`src/rtl/ft12_pkg.sv`:
```
`timescale 1ns / 1ps
`default_nettype none
// ----------------------------------------------------------------------------
// ft12_pkg
// Shared types, register map and reset constants of the FT1.2 frame validator.
// ----------------------------------------------------------------------------
package ft12_pkg;

    // Default of the chunk length parameter
    localparam int MAX_CHUNK_DEF = 256;

    // Configuration port geometry
    localparam int PADDR_W = 5;
    localparam int PDATA_W = 32;

    // Register indexes (byte address / 4)
    typedef enum logic [2:0] {
        REG_STATION_ADDRESS = 3'd0,
        REG_ADDRESS_BYTES   = 3'd1,
        REG_FIXED_START     = 3'd2,
        REG_VARIABLE_START  = 3'd3,
        REG_STOP            = 3'd4
    } reg_idx_t;

    // Register reset values
    localparam logic [15:0] STATION_ADDRESS_RST = 16'h0000;
    localparam logic [1:0]  ADDRESS_BYTES_RST   = 2'd1;
    localparam logic [7:0]  FIXED_START_RST     = 8'h10;
    localparam logic [7:0]  VARIABLE_START_RST  = 8'h68;
    localparam logic [7:0]  STOP_RST            = 8'h16;

    // Frame kind codes
    localparam logic KIND_FIXED    = 1'b0;
    localparam logic KIND_VARIABLE = 1'b1;

    // Configuration seen by the checker
    typedef struct packed {
        logic [15:0] station_address;
        logic [1:0]  address_bytes;
        logic [7:0]  fixed_start_octet;
        logic [7:0]  variable_start_octet;
        logic [7:0]  stop_octet;
    } cfg_t;

    // Verdict for one chunk
    typedef struct packed {
        logic       frame_valid;
        logic       frame_kind;
        logic [7:0] control_octet;
    } verdict_t;

endpackage : ft12_pkg
`default_nettype wire

```
`src/rtl/ft12_rx_if.sv`:
```
`timescale 1ns / 1ps
`default_nettype none
// ----------------------------------------------------------------------------
// ft12_rx_if
// Received-byte channel: one octet per transaction, chunk end flag.
// ----------------------------------------------------------------------------
interface ft12_rx_if;
    logic       valid;
    logic       ready;
    logic [7:0] rx_octet;
    logic       chunk_last;

    modport source (output valid, output rx_octet, output chunk_last, input ready);
    modport sink   (input valid, input rx_octet, input chunk_last, output ready);
endinterface : ft12_rx_if
`default_nettype wire

```
`src/rtl/ft12_res_if.sv`:
```
`timescale 1ns / 1ps
`default_nettype none
// ----------------------------------------------------------------------------
// ft12_res_if
// Verdict channel: one transaction per received chunk.
// ----------------------------------------------------------------------------
interface ft12_res_if;
    logic       valid;
    logic       ready;
    logic       frame_valid;
    logic       frame_kind;
    logic [7:0] control_octet;

    modport source (output valid, output frame_valid, output frame_kind,
                    output control_octet, input ready);
    modport sink   (input valid, input frame_valid, input frame_kind,
                    input control_octet, output ready);
endinterface : ft12_res_if
`default_nettype wire

```
`src/rtl/ft12_cfg_regs.sv`:
```
`timescale 1ns / 1ps
`default_nettype none
// ----------------------------------------------------------------------------
// ft12_cfg_regs
// APB-style register file holding the link address and frame octets.
// ----------------------------------------------------------------------------
module ft12_cfg_regs
    import ft12_pkg::*;
(
    input  wire logic               clk,
    input  wire logic               rst_n,
    input  wire logic               psel,
    input  wire logic               penable,
    input  wire logic               pwrite,
    input  wire logic [PADDR_W-1:0] paddr,
    input  wire logic [PDATA_W-1:0] pwdata,
    output logic      [PDATA_W-1:0] prdata,
    output logic                    pready,
    output cfg_t                    cfg
);

    cfg_t     cfg_reg;
    cfg_t     cfg_next;
    logic     wr_en;
    reg_idx_t idx;

    assign pready = 1'b1;
    assign wr_en  = psel && penable && pwrite;
    assign idx    = reg_idx_t'(paddr[PADDR_W-1:2]);
    assign cfg    = cfg_reg;

    // Decode register write
    always_comb
    begin
        cfg_next = cfg_reg;
        if (wr_en)
        begin
            case (idx)
                REG_STATION_ADDRESS: cfg_next.station_address      = pwdata[15:0];
                REG_ADDRESS_BYTES:   cfg_next.address_bytes        = pwdata[1:0];
                REG_FIXED_START:     cfg_next.fixed_start_octet    = pwdata[7:0];
                REG_VARIABLE_START:  cfg_next.variable_start_octet = pwdata[7:0];
                REG_STOP:            cfg_next.stop_octet           = pwdata[7:0];
                default:             cfg_next = cfg_reg;
            endcase
        end
    end

    // Read back selected register
    always_comb
    begin
        case (idx)
            REG_STATION_ADDRESS: prdata = {16'h0000, cfg_reg.station_address};
            REG_ADDRESS_BYTES:   prdata = {30'h0, cfg_reg.address_bytes};
            REG_FIXED_START:     prdata = {24'h0, cfg_reg.fixed_start_octet};
            REG_VARIABLE_START:  prdata = {24'h0, cfg_reg.variable_start_octet};
            REG_STOP:            prdata = {24'h0, cfg_reg.stop_octet};
            default:             prdata = '0;
        endcase
    end

    always_ff @(posedge clk or negedge rst_n)
    begin
        if (!rst_n)
        begin
            cfg_reg.station_address      <= STATION_ADDRESS_RST;
            cfg_reg.address_bytes        <= ADDRESS_BYTES_RST;
            cfg_reg.fixed_start_octet    <= FIXED_START_RST;
            cfg_reg.variable_start_octet <= VARIABLE_START_RST;
            cfg_reg.stop_octet           <= STOP_RST;
        end
        else
        begin
            cfg_reg <= cfg_next;
        end
    end

endmodule : ft12_cfg_regs
`default_nettype wire

```
`src/rtl/ft12_check.sv`:
```
`timescale 1ns / 1ps
`default_nettype none
// ----------------------------------------------------------------------------
// ft12_check
// Per-chunk frame state: tracks fixed and variable layouts byte by byte and
// forms the verdict on the chunk's last byte.
// ----------------------------------------------------------------------------
module ft12_check
    import ft12_pkg::*;
#(
    parameter int MAX_CHUNK = MAX_CHUNK_DEF
)
(
    input  wire logic       clk,
    input  wire logic       rst_n,
    input  wire cfg_t       cfg,
    input  wire logic       advance,
    input  wire logic [7:0] octet,
    input  wire logic       last,
    output verdict_t        verdict
);

    localparam int POS_W = $clog2(MAX_CHUNK + 1);
    localparam int CMP_W = (POS_W > 10) ? POS_W : 10;
    localparam logic [POS_W-1:0] POS_MAX = POS_W'(MAX_CHUNK);

    logic [POS_W-1:0] pos_reg,   pos_next;
    logic [7:0]       len_reg,   len_next;
    logic             len_ok_reg, len_ok_next;
    logic [7:0]       f_sum_reg,  f_sum_next;
    logic [7:0]       v_sum_reg,  v_sum_next;
    logic [15:0]      f_addr_reg, f_addr_next;
    logic [15:0]      v_addr_reg, v_addr_next;
    logic [7:0]       f_ctrl_reg, f_ctrl_next;
    logic [7:0]       v_ctrl_reg, v_ctrl_next;
    logic             f_pass_reg, f_pass_next;
    logic             v_pass_reg, v_pass_next;

    logic             active;
    logic [CMP_W-1:0] p;
    logic [CMP_W-1:0] lw;
    logic [CMP_W-1:0] len_w;
    logic [CMP_W-1:0] count;
    logic [7:0]       ctrl;
    logic             kind;

    assign active = (pos_reg < POS_MAX);
    assign p      = CMP_W'(pos_reg);
    assign lw     = (cfg.address_bytes >= 2'd2) ? CMP_W'(2) : CMP_W'(1);
    assign len_w  = CMP_W'(len_reg);

    // Advance both layouts with the current byte
    always_comb
    begin
        pos_next    = pos_reg;
        len_next    = len_reg;
        len_ok_next = len_ok_reg;
        f_sum_next  = f_sum_reg;
        v_sum_next  = v_sum_reg;
        f_addr_next = f_addr_reg;
        v_addr_next = v_addr_reg;
        f_ctrl_next = f_ctrl_reg;
        v_ctrl_next = v_ctrl_reg;
        f_pass_next = f_pass_reg;
        v_pass_next = v_pass_reg;
        if (active)
        begin
            pos_next = pos_reg + POS_W'(1);

            // Fixed layout
            if (p == CMP_W'(0) && octet != cfg.fixed_start_octet)
                f_pass_next = 1'b0;
            if (p >= CMP_W'(1) && p <= CMP_W'(1) + lw)
                f_sum_next = f_sum_reg + octet;
            if (p == CMP_W'(1))
                f_ctrl_next = octet;
            if (p >= CMP_W'(2) && p < CMP_W'(2) + lw)
            begin
                if (p == CMP_W'(2))
                    f_addr_next = f_addr_reg | {8'h00, octet};
                else
                    f_addr_next = f_addr_reg | {octet, 8'h00};
            end
            if (p == CMP_W'(2) + lw && octet != f_sum_reg)
                f_pass_next = 1'b0;
            if (p == CMP_W'(3) + lw && octet != cfg.stop_octet)
                f_pass_next = 1'b0;

            // Variable layout
            if (p == CMP_W'(0) && octet != cfg.variable_start_octet)
                v_pass_next = 1'b0;
            if (p == CMP_W'(1))
                len_next = octet;
            if (p == CMP_W'(2))
                len_ok_next = (octet == len_reg);
            if (p == CMP_W'(3) && octet != cfg.variable_start_octet)
                v_pass_next = 1'b0;
            if (p == CMP_W'(4))
                v_ctrl_next = octet;
            if (p >= CMP_W'(4) && p < CMP_W'(4) + len_w)
                v_sum_next = v_sum_reg + octet;
            if (p >= CMP_W'(5) && p < CMP_W'(5) + lw)
            begin
                if (p == CMP_W'(5))
                    v_addr_next = v_addr_reg | {8'h00, octet};
                else
                    v_addr_next = v_addr_reg | {octet, 8'h00};
            end
            if (p >= CMP_W'(4) && p == CMP_W'(4) + len_w && octet != v_sum_reg)
                v_pass_next = 1'b0;
            if (p >= CMP_W'(5) && p == CMP_W'(5) + len_w && octet != cfg.stop_octet)
                v_pass_next = 1'b0;
        end
    end

    // Form the verdict from the updated state; fixed frame wins
    always_comb
    begin
        count = CMP_W'(pos_next);
        ctrl  = 8'h00;
        kind  = KIND_FIXED;
        if (f_pass_next && count >= CMP_W'(4) + lw &&
            f_addr_next == cfg.station_address)
        begin
            ctrl = f_ctrl_next;
            kind = KIND_FIXED;
        end
        else if (v_pass_next && len_ok_next &&
                 count >= CMP_W'(6) + CMP_W'(len_next) &&
                 v_addr_next == cfg.station_address)
        begin
            ctrl = v_ctrl_next;
            kind = KIND_VARIABLE;
        end
        // Zero control counts as no frame
        verdict.frame_valid   = (ctrl != 8'h00);
        verdict.frame_kind    = (ctrl != 8'h00) ? kind : KIND_FIXED;
        verdict.control_octet = ctrl;
    end

    // Commit state; clear at chunk end
    always_ff @(posedge clk or negedge rst_n)
    begin
        if (!rst_n)
        begin
            pos_reg    <= '0;
            len_reg    <= '0;
            len_ok_reg <= 1'b0;
            f_sum_reg  <= '0;
            v_sum_reg  <= '0;
            f_addr_reg <= '0;
            v_addr_reg <= '0;
            f_ctrl_reg <= '0;
            v_ctrl_reg <= '0;
            f_pass_reg <= 1'b1;
            v_pass_reg <= 1'b1;
        end
        else if (advance)
        begin
            if (last)
            begin
                pos_reg    <= '0;
                len_reg    <= '0;
                len_ok_reg <= 1'b0;
                f_sum_reg  <= '0;
                v_sum_reg  <= '0;
                f_addr_reg <= '0;
                v_addr_reg <= '0;
                f_ctrl_reg <= '0;
                v_ctrl_reg <= '0;
                f_pass_reg <= 1'b1;
                v_pass_reg <= 1'b1;
            end
            else
            begin
                pos_reg    <= pos_next;
                len_reg    <= len_next;
                len_ok_reg <= len_ok_next;
                f_sum_reg  <= f_sum_next;
                v_sum_reg  <= v_sum_next;
                f_addr_reg <= f_addr_next;
                v_addr_reg <= v_addr_next;
                f_ctrl_reg <= f_ctrl_next;
                v_ctrl_reg <= v_ctrl_next;
                f_pass_reg <= f_pass_next;
                v_pass_reg <= v_pass_next;
            end
        end
    end

endmodule : ft12_check
`default_nettype wire

```
`src/rtl/ft12_frame_validator_unit.sv`:
```
`timescale 1ns / 1ps
`default_nettype none
// Throughput: one byte per cycle, except that a chunk's last byte waits while
// the output register is full and unread; the input register feeds the frame
// checker, whose verdict lands in an output register that holds until taken.
// Reset: rst_n clears the pipeline valids and per-chunk state and loads the
// register defaults; no clearing pass is needed.
// ----------------------------------------------------------------------------
// ft12_frame_validator_unit
// Top level of the FT1.2 fixed/variable frame validator.
// ----------------------------------------------------------------------------
module ft12_frame_validator_unit
    import ft12_pkg::*;
#(
    parameter int MAX_CHUNK = MAX_CHUNK_DEF
)
(
    input  wire logic               clk,
    input  wire logic               rst_n,
    input  wire logic               psel,
    input  wire logic               penable,
    input  wire logic               pwrite,
    input  wire logic [PADDR_W-1:0] paddr,
    input  wire logic [PDATA_W-1:0] pwdata,
    output logic      [PDATA_W-1:0] prdata,
    output logic                    pready,
    ft12_rx_if.sink                 rx_ch,
    ft12_res_if.source              res_ch
);

    cfg_t       cfg;
    verdict_t   verdict;

    logic       s1_valid_reg, s1_valid_next;
    logic [7:0] s1_octet_reg;
    logic       s1_last_reg;
    logic       s1_adv;
    logic       rx_take;

    logic       out_valid_reg, out_valid_next;
    verdict_t   out_data_reg;
    logic       out_load;

    ft12_cfg_regs u_cfg (
        .clk     (clk),
        .rst_n   (rst_n),
        .psel    (psel),
        .penable (penable),
        .pwrite  (pwrite),
        .paddr   (paddr),
        .pwdata  (pwdata),
        .prdata  (prdata),
        .pready  (pready),
        .cfg     (cfg)
    );

    ft12_check #(
        .MAX_CHUNK (MAX_CHUNK)
    ) u_check (
        .clk     (clk),
        .rst_n   (rst_n),
        .cfg     (cfg),
        .advance (s1_adv),
        .octet   (s1_octet_reg),
        .last    (s1_last_reg),
        .verdict (verdict)
    );

    // Advance the staged byte unless its verdict has nowhere to go
    assign s1_adv   = s1_valid_reg && (!s1_last_reg || !out_valid_reg || res_ch.ready);
    assign rx_take  = rx_ch.valid && rx_ch.ready;
    assign out_load = s1_adv && s1_last_reg;

    assign rx_ch.ready = !s1_valid_reg || s1_adv;

    always_comb
    begin
        s1_valid_next = s1_valid_reg;
        if (rx_ch.ready)
            s1_valid_next = rx_ch.valid;
    end

    always_comb
    begin
        out_valid_next = out_valid_reg;
        if (out_load)
            out_valid_next = 1'b1;
        else if (res_ch.ready)
            out_valid_next = 1'b0;
    end

    // Hold control state
    always_ff @(posedge clk or negedge rst_n)
    begin
        if (!rst_n)
        begin
            s1_valid_reg  <= 1'b0;
            out_valid_reg <= 1'b0;
        end
        else
        begin
            s1_valid_reg  <= s1_valid_next;
            out_valid_reg <= out_valid_next;
        end
    end

    // Capture payloads
    always_ff @(posedge clk)
    begin
        if (rx_take)
        begin
            s1_octet_reg <= rx_ch.rx_octet;
            s1_last_reg  <= rx_ch.chunk_last;
        end
        if (out_load)
            out_data_reg <= verdict;
    end

    assign res_ch.valid         = out_valid_reg;
    assign res_ch.frame_valid   = out_data_reg.frame_valid;
    assign res_ch.frame_kind    = out_data_reg.frame_kind;
    assign res_ch.control_octet = out_data_reg.control_octet;

endmodule : ft12_frame_validator_unit
`default_nettype wire
```
`src/flat_wrapper.sv`:
```
// flat-port wrapper written by rule: the top's interface ports become plain ports
module ft12_frame_validator_unit_flat import ft12_pkg::*;
#(
    parameter int MAX_CHUNK = MAX_CHUNK_DEF
)
  (clk, rst_n, psel, penable, pwrite, paddr, pwdata, prdata, pready, rx_ch_valid, rx_ch_rx_octet, rx_ch_chunk_last, rx_ch_ready, res_ch_valid, res_ch_frame_valid, res_ch_frame_kind, res_ch_control_octet, res_ch_ready);
  ft12_rx_if rx_ch_i ();
  ft12_res_if res_ch_i ();
  input  wire logic clk;
  input  wire logic rst_n;
  input  wire logic psel;
  input  wire logic penable;
  input  wire logic pwrite;
  input  wire logic [PADDR_W-1:0] paddr;
  input  wire logic [PDATA_W-1:0] pwdata;
  output logic      [PDATA_W-1:0] prdata;
  output logic pready;
  input wire logic [$bits(rx_ch_i.valid)-1:0] rx_ch_valid;
  input wire logic [$bits(rx_ch_i.rx_octet)-1:0] rx_ch_rx_octet;
  input wire logic [$bits(rx_ch_i.chunk_last)-1:0] rx_ch_chunk_last;
  output wire logic [$bits(rx_ch_i.ready)-1:0] rx_ch_ready;
  output wire logic [$bits(res_ch_i.valid)-1:0] res_ch_valid;
  output wire logic [$bits(res_ch_i.frame_valid)-1:0] res_ch_frame_valid;
  output wire logic [$bits(res_ch_i.frame_kind)-1:0] res_ch_frame_kind;
  output wire logic [$bits(res_ch_i.control_octet)-1:0] res_ch_control_octet;
  input wire logic [$bits(res_ch_i.ready)-1:0] res_ch_ready;
  assign rx_ch_i.valid = rx_ch_valid;
  assign rx_ch_i.rx_octet = rx_ch_rx_octet;
  assign rx_ch_i.chunk_last = rx_ch_chunk_last;
  assign rx_ch_ready = rx_ch_i.ready;
  assign res_ch_valid = res_ch_i.valid;
  assign res_ch_frame_valid = res_ch_i.frame_valid;
  assign res_ch_frame_kind = res_ch_i.frame_kind;
  assign res_ch_control_octet = res_ch_i.control_octet;
  assign res_ch_i.ready = res_ch_ready;
  ft12_frame_validator_unit #(.MAX_CHUNK(MAX_CHUNK)) u_core (.clk(clk), .rst_n(rst_n), .psel(psel), .penable(penable), .pwrite(pwrite), .paddr(paddr), .pwdata(pwdata), .prdata(prdata), .pready(pready), .rx_ch(rx_ch_i), .res_ch(res_ch_i));
endmodule
```
`config.mk`:
```
export PLATFORM = sky130hd
export DESIGN_NAME = ft12_frame_validator_unit_flat
export DESIGN_NICKNAME = d
export VERILOG_FILES = /design/src/rtl/ft12_pkg.sv /design/src/rtl/ft12_rx_if.sv /design/src/rtl/ft12_res_if.sv /design/src/rtl/ft12_cfg_regs.sv /design/src/rtl/ft12_check.sv /design/src/rtl/ft12_frame_validator_unit.sv /design/src/flat_wrapper.sv
export SDC_FILE = /design/constraint.sdc
export NUM_CORES = 1
export LEC_CHECK = 0
export ABC_AREA = 1
export BUFFER_PORTS_ARGS = -buffer_cell sky130_fd_sc_hd__buf_2
export CORE_ASPECT_RATIO = 1.75
export CORE_MARGIN = 2
export CORE_UTILIZATION = 55
export DETAILED_ROUTE_END_ITERATION = 10
export PLACE_DENSITY_LB_ADDON = 0.12
export SYNTH_ARGS = -nofsm -noshare
export SYNTH_HDL_FRONTEND = slang
export SYNTH_SLANG_ARGS = --single-unit
```
`constraint.sdc`:
```
create_clock -name clk -period 4.3 [get_ports clk]
set_clock_uncertainty 0.15 [all_clocks]
set_input_delay 0.86 -clock clk [delete_from_list [all_inputs] [get_ports clk]]
set_output_delay 0.86 -clock clk [all_outputs]
set_load 0.01 [all_outputs]
```
==> metrics <==
Mapped Area 0.00975 mm^2; synthesized flop and latch total 147; clock sink count 147; pwr dens 497 mW/mm^2; cell depth of the worst flop-to-flop path 30; Reg area 0.00379 mm^2; cell taking the most area after synthesis dfrtp_1; outcome finished clean; Critical Path AT 4.06 ns; clock share of power 27.4%; worst slew pin tran 1.20 ns; Logic pwr share 38.5%; first-pass GRT wire length 45500 um; final wirelength 29000 um; Max Cap Viol 0; CP most frequent cell nand2_1; WL/cell 17.6 um; Slew Viols, Final 0; met3 WL 1430 um; number of distinct library cells after synthesis 54; GPL Wtd Cong 0.947; num ports 98; WP data required 4.33 ns; Net Switching 2.16 mW; Vias 9187; Final Worst Setup Slack 0.278 ns; register-to-register setup slack 0.28 ns; Post-synth ARST share 87.1%; RR Endpoint u_core.res_ch.frame_valid; vias per std cell 5.58; hold path cells 2; total power 5.55 mW; worst skew pair latency 0.43 ns; Overall Global Routing Usage 31.3%; Pint 3.39 mW; largest net degree at the start of global routing 102; Clk pin slew, worst setup/hold paths 0.07 ns; Synth top area share 30.3%; static leakage 5.71 nW; largest cells by area after synthesis dfrtp_1 (30%), nand2_1 (13%), inv_1 (6.4%), edfxtp_1 (5.8%), ha_1 (5.8%); kind of critical path reg -> reg; die area 0.0189 mm^2; row cnt 64; post-place setup slack 0.0201 ns; Multi-input gate area 0.00516 mm^2; Min-Delay Endpoint u_core.u_check.len_ok_reg; routed wl met2 14900 um; final hold violation count 0; launching point of the worst reg2reg path u_core.u_check.pos_reg[4]; Max Used Layer met4; Worst slew margin 19.8%; most common cell after layout, fill and taps aside nand2_1; Finish-stage setup viols 0; Peak VDD IR 0.427 mV; CTS buffer count 17; Horiz. Die Dim 105 um; Setup crit end kind flip-flop; Overflow after GRT 0; prevailing post-synth register cell dfrtp_1; post-synthesis sequential area ratio 38.8%; CTS tree built; final core occ 64.0%; H-tree level count 4; Crit path largest cell delay 0.40 ns; max FFs per register 42; Final Net Count 1503; die span in y 180 um; ant diodes 0; synthesized area per cell 7.41 um^2; Hold Path Class reg -> reg; wire length on met1 10700 um; Final period util 93.5%; fillcell total 1658; I/O Buffers 62; core box area 0.0175 mm^2; Max FO, Critical Path 5; 1st-iter DRT viols 575; Synth-to-Final Area Change 14.5%; vias in the first global route 8882; hold_sp u_core.u_check.len_ok_reg; Remaining DRCs 0; 1st-pass router iterations 5; initial core utilization 55.9%; Final min period 4.02 ns; most frequent cells in the layout nand2_1 (325), inv_1 (164), dfrtp_1 (118); Hold Buf Count CTS 0; Post-synth EDFFs 19; Fmax 249 MHz; worst-case clock buffer depth 2; startpoint types flip-flop; Gate Count Post-Synth 1316; antenna violations before repair 0; clk root buf clkbuf_16; detailed placement HPWL 21600 um; sequential share of power 34.1%; layout cells sized above 1 14.9%; Slowest-stage cell, CP dfrtp_1; sw frac 38.9%; Synth Warn # 0; Final ANT Viol Nets 0
critical path: cells and delay by family (launching register included):
kind	cells	cell delay, ns
buffers and inverters	7	0.66
flip-flops	1	0.40
AND/OR/NAND/NOR	21	2.10
AO/OA/AOI/OAI	1	0.15
adder cells (fa/ha/maj)	1	0.32
cell families (layout without fill, tap and decap cells):
family | after synthesis | count (layout) | share of synthesized area [%]
AND/OR/NAND/NOR | 606 | 607 | 27.2
buffers and inverters | 232 | 316 | 10.0
XOR/XNOR | 51 | 51 | 4.58
AO/OA/AOI/OAI | 231 | 231 | 13.1
flip-flops | 147 | 147 | 38.8
other | 2 | 17 | 0.0770
adder cells (fa/ha/maj) | 47 | 47 | 6.18
cells in the mapped netlist (2+ instances only):
master     instances
dfrtp_1          118
a21oi_1           66
clkinv_2           3
buf_2              4
nand3_2            5
buf_4             19
nor3_1            13
ha_1              45
nand3_1           79
nand2_4            3
nor2_1           116
or2_2              5
nor2_4             3
a211oi_1           5
buf_6              3
o21ai_0          110
clkbuf_1          32
nand4_1           23
o21a_1             2
nor2_2             9
o21bai_1           4
nand3b_1           2
o22ai_1           26
a221oi_1           2
nand2_2           10
dfstp_2           10
nand2_1          326
and2_1             2
or2_1              2
xor2_1            23
edfxtp_1          19
xnor2_1           28
o2111ai_1          8
fa_1               2
conb_1             2
clkinv_1           3
inv_1            166
nor4_1             2
area by class of cell:
class / count / area share (%)
clock buffer: 20 / 3.91
sequential: 147 / 33.9
inverter: 174 / 5.90
tap: 231 / 2.59
timing repair buffer: 110 / 6.09
clock inverter: 12 / 1.41
multi-input combinational: 953 / 46.2
power by group through the flow:
| stage | logic (mW) | registers (mW) | clock network (mW) |
|---|---|---|---|
| final | 2.13 | 1.89 | 1.52 |
| after global routing | 2.39 | 1.92 | 1.60 |
| after CTS | 2.06 | 1.88 | 1.54 |
| after detailed placement | 2.04 | 1.91 | 0 |
| after global placement | 2.00 | 1.90 | 0 |
| after floorplan | 1.47 | 1.84 | 0 |
worst max path at each step:
stage,startpoint,end,slack [ns],cells after the start
6_report,u_core.u_check.pos_reg[4],u_core.res_ch.frame_valid,0.28,30
5_1_grt,u_core.u_check.pos_reg[4],u_core.res_ch.frame_kind,-0.03,31
4_1_cts,u_core.u_check.pos_reg[1],u_core.res_ch.frame_kind,0.08,31
3_5_place_dp,u_core.u_check.pos_reg[1],u_core.res_ch.frame_kind,0.02,31
3_3_place_gp,u_core.u_check.pos_reg[1],u_core.res_ch.frame_kind,0.16,31
2_1_floorplan,u_core.u_check.pos_reg[1],u_core.res_ch.frame_kind,0.27,30
per-layer routing:
layer | vias up | track usage [%]
met1 | 4282 | 34.4
met2 | 354 | 55.4
li1 | 4437 | -
met4 | 0 | 20.0
met3 | 114 | 5.17
met5 | - | 0
what timing repair did:
| item | CTS | global route |
|---|---|---|
| endpoints found under the setup margin | 1 | 10 |
| gates resized for setup | 1 | 24 |
| buffers inserted | 0 | 7 |
| hold endpoints to repair | 0 | 0 |
| gates cloned | 0 | 1 |
| pin swaps | 0 | 9 |
through the flow:
stage          instance area, um^2  hold slack (ns)  instances  setup TNS (ns)
6_report                     11200            0.340       1647               0
5_1_grt                      11200            0.380       1647         -0.0302
4_1_cts                      11000            0.338       1639               0
3_5_place_dp                 10400            0.321       1607               0
3_3_place_gp                 10400            0.318       1607               0
2_1_floorplan                 9810            0.298       1331               0
(Power assumes the default switching activity.)
